File: src/hw/rtl/csu_pkg.sv
// Shared types, character codes and the per-byte step function of the comment stripper.
package csu_pkg;

  localparam logic [7:0] ChStar  = 8'h2A;
  localparam logic [7:0] ChSlash = 8'h2F;
  localparam logic [7:0] ChSpace = 8'h20;

  localparam int unsigned MaxResults = 3;

  typedef enum logic [1:0] {
    KIND_CHAR  = 2'd0,
    KIND_CLEAN = 2'd1,
    KIND_OPEN  = 2'd2
  } kind_e;

  typedef struct packed {
    logic in_comment;
    logic after_space;
    logic held_star;
    logic held_slash;
  } state_t;

  typedef struct packed {
    logic [7:0] data;
    kind_e      kind;
  } result_t;

  // Up to three results caused by one item, slot 0 first.
  typedef struct packed {
    result_t [MaxResults-1:0] res;
    logic [1:0]               cnt;
  } batch_t;

  typedef struct packed {
    state_t nxt;
    batch_t batch;
  } step_t;

  function automatic step_t csu_step_fn(state_t st, logic [7:0] b, logic last);
    step_t      r;
    logic       consumed;
    logic [1:0] n;
    r        = '0;
    r.nxt    = st;
    consumed = 1'b0;
    n        = 2'd0;

    // Resolve a held delimiter candidate against the new byte.
    if (st.held_star) begin
      r.nxt.held_star  = 1'b0;
      r.nxt.held_slash = 1'b0;
      if (b == ChSlash) begin
        r.nxt.in_comment = 1'b0;
        consumed         = 1'b1;
      end else if (!st.in_comment) begin
        r.batch.res[n] = '{data: ChStar, kind: KIND_CHAR};
        n = n + 2'd1;
        r.nxt.after_space = 1'b0;
      end
    end else if (st.held_slash) begin
      r.nxt.held_slash = 1'b0;
      if (b == ChStar) begin
        r.nxt.in_comment = 1'b1;
        consumed         = 1'b1;
      end else begin
        r.batch.res[n] = '{data: ChSlash, kind: KIND_CHAR};
        n = n + 2'd1;
        r.nxt.after_space = 1'b0;
      end
    end

    if (!consumed) begin
      if (b == ChStar) begin
        r.nxt.held_star = 1'b1;
      end else if (r.nxt.in_comment) begin
        r.nxt.held_star = r.nxt.held_star;
      end else if (b inside {ChSpace, [8'h09:8'h0D]}) begin
        if (!r.nxt.after_space) begin
          r.batch.res[n] = '{data: ChSpace, kind: KIND_CHAR};
          n = n + 2'd1;
          r.nxt.after_space = 1'b1;
        end
      end else if (b == ChSlash) begin
        r.nxt.held_slash = 1'b1;
      end else begin
        r.batch.res[n] = '{data: b, kind: KIND_CHAR};
        n = n + 2'd1;
        r.nxt.after_space = 1'b0;
      end
    end

    // End of stream: flush the held byte, report the end, restart.
    if (last) begin
      if (r.nxt.held_star) begin
        if (!r.nxt.in_comment) begin
          r.batch.res[n] = '{data: ChStar, kind: KIND_CHAR};
          n = n + 2'd1;
        end
      end else if (r.nxt.held_slash) begin
        r.batch.res[n] = '{data: ChSlash, kind: KIND_CHAR};
        n = n + 2'd1;
      end
      r.batch.res[n] = '{data: 8'h00, kind: (r.nxt.in_comment ? KIND_OPEN : KIND_CLEAN)};
      n = n + 2'd1;
      r.nxt = '0;
    end

    r.batch.cnt = n;
    return r;
  endfunction

endpackage

File: src/hw/rtl/csu_step.sv
// Scanner state registers and the combinational step that turns one byte into results.
module csu_step (
  input  logic            clk_i,
  input  logic            rst_ni,
  input  logic            fire_i,
  input  logic [7:0]      data_i,
  input  logic            last_i,
  output csu_pkg::batch_t batch_o
);
  import csu_pkg::*;

  state_t st_q;
  step_t  step;

  always_comb begin
    step = csu_step_fn(st_q, data_i, last_i);
  end

  assign batch_o = step.batch;

  always_ff @(posedge clk_i or negedge rst_ni) begin
    if (!rst_ni) begin
      st_q <= '0;
    end else if (fire_i) begin
      st_q <= step.nxt;
    end
  end

endmodule

File: src/hw/rtl/csu_out_buf.sv
// Register bank that plays out one item's results, one per cycle while ready_i.
module csu_out_buf (
  input  logic            clk_i,
  input  logic            rst_ni,
  input  logic            load_i,
  input  csu_pkg::batch_t batch_i,
  output logic            free_o,
  output logic            valid_o,
  input  logic            ready_i,
  output logic [7:0]      data_o,
  output logic [1:0]      kind_o,
  output logic            last_o
);
  import csu_pkg::*;

  result_t [MaxResults-1:0] res_q;
  logic [1:0] cnt_q, idx_q, idx_d;
  logic       busy_q, busy_d;
  logic       drain_last;
  result_t    cur;

  assign cur        = res_q[idx_q];
  assign valid_o    = busy_q;
  assign data_o     = cur.data;
  assign kind_o     = cur.kind;
  assign last_o     = (idx_q == cnt_q - 2'd1);
  assign drain_last = busy_q && ready_i && last_o;
  assign free_o     = !busy_q || drain_last;

  always_comb begin
    busy_d = busy_q;
    idx_d  = idx_q;
    if (load_i) begin
      // An item with no results leaves the bank free.
      busy_d = (batch_i.cnt != 2'd0);
      idx_d  = 2'd0;
    end else if (busy_q && ready_i) begin
      if (last_o) begin
        busy_d = 1'b0;
      end else begin
        idx_d = idx_q + 2'd1;
      end
    end
  end

  always_ff @(posedge clk_i or negedge rst_ni) begin
    if (!rst_ni) begin
      busy_q <= 1'b0;
      idx_q  <= 2'd0;
    end else begin
      busy_q <= busy_d;
      idx_q  <= idx_d;
    end
  end

  always_ff @(posedge clk_i) begin
    if (load_i) begin
      res_q <= batch_i.res;
      cnt_q <= batch_i.cnt;
    end
  end

  a_idx_in_range: assert property (@(posedge clk_i) disable iff (!rst_ni)
    busy_q |-> (idx_q < cnt_q))
    else $error("result index beyond result count");

  a_stall_holds: assert property (@(posedge clk_i) disable iff (!rst_ni)
    (busy_q && !ready_i) |=> (busy_q && $stable(idx_q)))
    else $error("stalled result moved");

  a_load_when_free: assert property (@(posedge clk_i) disable iff (!rst_ni)
    load_i |-> (!busy_q || drain_last))
    else $error("result bank overwritten before drained");

endmodule

File: src/hw/rtl/comment_strip_space_collapse_unit.sv
// Top level of the block comment stripper with whitespace collapse.
//
// Bytes enter on the s_axis channel, tlast marking the final byte of a stream.
// Results leave on the m_axis channel: tdata is the byte, tuser the kind
// (character, clean end, end inside an open comment), and tlast flags the last
// result caused by one input item. An item may cause zero to three results.
// Each accepted byte is held in the input register, is scanned against the
// comment and whitespace flags in a single pass, and its results are loaded
// into the result bank, which presents them on m_axis one after another.
// One item is taken per cycle while the receiver is ready and each item gives
// at most one result; an item with more results holds the result bank until
// the last of them has been taken.
// The input register refills in the same cycle that the bank drains, so a
// stalled receiver backs up through the bank into the input register and then
// drops s_axis_tready. Reset clears the scanner flags and empties both
// registers; the end of each stream also returns the flags to reset state.
module comment_strip_space_collapse_unit (
  input  logic       clk_i,
  input  logic       rst_ni,
  input  logic       s_axis_tvalid,
  output logic       s_axis_tready,
  input  logic [7:0] s_axis_tdata,  // [7:0] in_byte
  input  logic       s_axis_tlast,
  output logic       m_axis_tvalid,
  input  logic       m_axis_tready,
  output logic [7:0] m_axis_tdata,  // [7:0] out_byte
  output logic [1:0] m_axis_tuser,  // [1:0] kind
  output logic       m_axis_tlast
);
  import csu_pkg::*;

  logic       in_valid_q;
  logic [7:0] in_byte_q;
  logic       in_last_q;
  logic       bank_free;
  logic       proc_fire;
  logic       s_fire;
  batch_t     batch;

  assign proc_fire     = in_valid_q && bank_free;
  assign s_axis_tready = !in_valid_q || proc_fire;
  assign s_fire        = s_axis_tvalid && s_axis_tready;

  always_ff @(posedge clk_i or negedge rst_ni) begin
    if (!rst_ni) begin
      in_valid_q <= 1'b0;
    end else if (s_axis_tready) begin
      in_valid_q <= s_axis_tvalid;
    end
  end

  always_ff @(posedge clk_i) begin
    if (s_fire) begin
      in_byte_q <= s_axis_tdata;
      in_last_q <= s_axis_tlast;
    end
  end

  csu_step u_step (
    .clk_i   (clk_i),
    .rst_ni  (rst_ni),
    .fire_i  (proc_fire),
    .data_i  (in_byte_q),
    .last_i  (in_last_q),
    .batch_o (batch)
  );

  csu_out_buf u_out_buf (
    .clk_i   (clk_i),
    .rst_ni  (rst_ni),
    .load_i  (proc_fire),
    .batch_i (batch),
    .free_o  (bank_free),
    .valid_o (m_axis_tvalid),
    .ready_i (m_axis_tready),
    .data_o  (m_axis_tdata),
    .kind_o  (m_axis_tuser),
    .last_o  (m_axis_tlast)
  );

endmodule
File: config.mk
export PLATFORM = sky130hd
export DESIGN_NAME = comment_strip_space_collapse_unit
export DESIGN_NICKNAME = d
export VERILOG_FILES = /design/src/hw/rtl/csu_pkg.sv /design/src/hw/rtl/csu_step.sv /design/src/hw/rtl/csu_out_buf.sv /design/src/hw/rtl/comment_strip_space_collapse_unit.sv
export SDC_FILE = /design/constraint.sdc
export NUM_CORES = 1
export LEC_CHECK = 0
export ABC_AREA = 1
export ABC_CLOCK_PERIOD_IN_PS = 7350
export BUFFER_PORTS_ARGS = -buffer_cell sky130_fd_sc_hd__clkbuf_2
export CORE_MARGIN = 2
export CORE_UTILIZATION = 55
export CTS_CLUSTER_DIAMETER = 150
export DETAILED_ROUTE_END_ITERATION = 10
export HOLD_SLACK_MARGIN = 0.05
export PLACE_DENSITY = 0.76
export SYNTH_ARGS = -nofsm -noshare
export SYNTH_HDL_FRONTEND = slang
export SYNTH_HIERARCHICAL = 1
export SYNTH_SLANG_ARGS = --single-unit
File: constraint.sdc
create_clock -name clk_i -period 7.35 [get_ports clk_i]
set_input_delay 0.3675 -clock clk_i [delete_from_list [all_inputs] [get_ports clk_i]]
set_output_delay 0.3675 -clock clk_i [all_outputs]
set_load 0.03 [all_outputs]
==> flow_summary.ini <==
[die]
coreArea_um2 = 5510
die_area_um2 = 6330
die_h_um = 79.5
start_util = 0.570
ioPinCount = 26
rows = 27
die_w_um = 79.5

[placement]
port_buffers = 25
place_congestion = 0.960
dpl.hpwl_um = 4530
place_area_um2 = 3100

[critical_path]
cp.depth = 23
critPathArrivalTime_ns = 3.77
ff2ff_setup_slack_ns = 3.73
cp-startpoint = in_byte_q[7]$_DFFE_PP_
crit_path_cell_trace = nor2_2 -> inv_2 -> nor2_8 -> nand2_4 -> nand2_1 -> nand2_4 -> nor2_1 -> ha_1 -> inv_1 -> nand2_1 -> nand2_1 -> nand2_1 -> nand2_1 -> nand2_2 -> nand3_2 -> inv_1 -> ha_1 -> o22ai_2 -> inv_2 -> ha_1 -> nand2_1 -> o21ai_0 -> a21oi_1
cp_max_fo = 8
crit_type = flip-flop to flip-flop
start_kind = flip-flop
path_common_cell = nand2_1
endpoint = u_out_buf/res_q[17]$_DFFE_PP_
crit_path_top_delay_cell = edfxtp_1
critPathBufInv = 4
worstReg2RegEnd = u_out_buf/res_q[17]$_DFFE_PP_
cp_slowest_stage_delay_ns = 0.43
rr_worst_depth = 23
crit_family = simple AND/OR/NAND/NOR gates
cp.required_ns = 7.49
r2r_start = in_byte_q[7]$_DFFE_PP_
crit_path_end_kind = flip-flop

[detailed_routing]
first_iter_violations = 160
drc = 0
firstDrtPassIters = 5
vias = 2208
ant_nets = 0
viasPerCell = 5.20
wl_um = 5990
drt-wirelength-per-cell_um = 14.1

[yosys]
yosys-mux-area-fraction = 0
netlist_instances = 355
synth_top_area_cell = edfxtp_1
ys_warn_count = 6
synth-compound-area-share = 0.0981
synth.top_cell.area_share = 0.392
synth.area.top_cells = edfxtp_1 (39%), buf_4 (7.9%), nand2_1 (7.9%)
ys_ff_latch = 49
syn_area_um2 = 3140
synthDistinctLibCells = 36
synth-seq-area-share = 0.456
synth_xor_area_frac = 0.00279
synthSimpleGateAreaFrac = 0.250
synth_top_family_by_area = simple AND/OR/NAND/NOR gates
postSynthAreaPerCell_um2 = 8.84
yosys.area_share.adder = 0.0439

[hold_path]
worstHoldPathCells = 1
hp-class = input pin to flip-flop

[global_routing]
grt_pass1_wl_um = 9870
antenna_found_initial = 0
grt_max_degree = 40
grt_pass1_vias = 2153
globalRoute.totalOverflow = 0
grt_util_all_layers = 0.203

[cts]
clock_tree.buffer_depth = 2
cts_resized = 0
cts_made_buffers = 5
clock-sinks = 49
clk_pin_slew_ns = 0.09
cts_tree = done
clk_latency_ns = 0.30
htreeDepth = 2
cts_root_buf = clkbuf_8

[flow_run]
maxCapViolations = 0

[layout]
mostFrequentLayoutCells = nand2_1 (66), edfxtp_1 (41), inv_1 (35), nor2_1 (26), clkbuf_2 (25)
fill_cells = 461
n_antenna_cell = 0
drive_above_1_share = 0.221
nNetsFinal = 376
fin_area_um2 = 3240
final_common_cell = nand2_1
area_growth_pct = 3.23

[power_and_ir_drop]
p_leak_nw = 1.54
peakVddDrop_v = 0.000151
power_density_nw_per_um2 = 360

[timing]
slew_violations = 0
clock_skew_ns = 0.00704
setup_violations = 0
period_share = 0.493
layout_min_cycle_time_ns = 3.62
tightest_slew_ns = 0.895
hold_viol = 0
slew_headroom = 0.403
rsz0062_at_grt = no
fin_tns_setup_ns = 0
fmax_mhz = 276

[status]
status = completed
[stage by stage]
step | total power [mW] | hold WS [ns] | setup WS (ns) | utilization | cells
5_1_grt | 1.24 | 0.222 | 3.39 | 0.588 | 425
4_1_cts | 1.18 | 0.230 | 3.71 | 0.588 | 425
2_1_floorplan | 0.849 | 0.0719 | 4.12 | - | 357
3_5_place_dp | 0.956 | 0.230 | 3.79 | 0.562 | 416
3_3_place_gp | 0.944 | 0.224 | 3.91 | 0.562 | 416
6_report | 1.17 | 0.237 | 3.73 | 0.588 | 425
[power breakdown]
part	switching, mW	internal [mW]	leakage (nW)
logic	0.348	0.128	0.963
clock network	0.0852	0.135	0.0681
registers	0.0526	0.418	0.504
total	0.486	0.682	1.54
[worst min-delay path by stage]
stage,to,start,slack [ns]
6_report,in_byte_q[5]$_DFFE_PP_,s_axis_tdata[5],0.24
5_1_grt,in_byte_q[2]$_DFFE_PP_,s_axis_tdata[2],0.22
4_1_cts,in_byte_q[6]$_DFFE_PP_,s_axis_tdata[6],0.23
3_5_place_dp,in_valid_q$_DFFE_PN0P_,rst_ni,0.23
3_3_place_gp,in_valid_q$_DFFE_PN0P_,rst_ni,0.22
2_1_floorplan,in_valid_q$_DFFE_PN0P_,rst_ni,0.07
[kinds of logic (layout without fill, tap and decap cells)]
family,after synthesis,count (layout)
compound gates,54,54
buf+inv,87,83
fa+ha+maj,11,11
other cells,1,3
simple gates,152,152
flops,49,49
xor+xnor,1,1
[sequential cells by signal, indices dropped and copies added (netlist names)]
name	count
in_last_q	1
in_byte_q	8
u_out_buf/valid_o	1
u_out_buf/idx_q	2
in_valid_q	1
u_out_buf/cnt_q	2
u_out_buf/res_q	30
u_step/st_q	4
[layout make-up]
type | count | area, um2 | area share
clock inverters | 3 | 65.1 | 0.0201
inverters | 47 | 184 | 0.0568
clock buffers | 5 | 68.8 | 0.0212
repair buffers | 28 | 150 | 0.0463
well taps | 72 | 90.1 | 0.0278
multi-input cells | 221 | 1250 | 0.386
flip-flops and latches | 49 | 1430 | 0.442
[layer usage]
metal	global-route usage	wire length [um]
met2	0.356	3010
met5	0	0
met4	0.0517	27
met1	0.257	2690
met3	0.0373	270
[cells in the mapped netlist, drive strengths merged]
master   number
a21oi        12
a22oi         1
a31oi         1
buf          38
clkbuf        2
conb          1
dfrtp         8
edfxtp       41
ha           11
inv          47
nand2        85
nand3        25
nand3b        1
nand4         5
nor2         31
nor3          3
nor4          1
o2111ai       5
o21ai        29
o22ai         5
o31ai         1
or2           1
xor2          1
[worst reg2reg max path, stage by stage, from the launching register on]
cell	delay (ns)
edfxtp_1	0.43
nor2_2	0.16
inv_2	0.07
nor2_8	0.17
nand2_4	0.11
nand2_1	0.15
nand2_4	0.11
nor2_1	0.18
ha_1	0.26
inv_1	0.05
nand2_1	0.04
nand2_1	0.05
nand2_1	0.04
nand2_1	0.07
nand2_2	0.06
nand3_2	0.09
inv_1	0.09
ha_1	0.31
o22ai_2	0.25
inv_2	0.07
ha_1	0.20
nand2_1	0.13
o21ai_0	0.17
a21oi_1	0.18
[repair_timing]
action,CTS,global route
endpoints found under the hold margin,8,0
hold buffers,1,0
setup buffers,0,0
(Power assumes the default switching activity.)
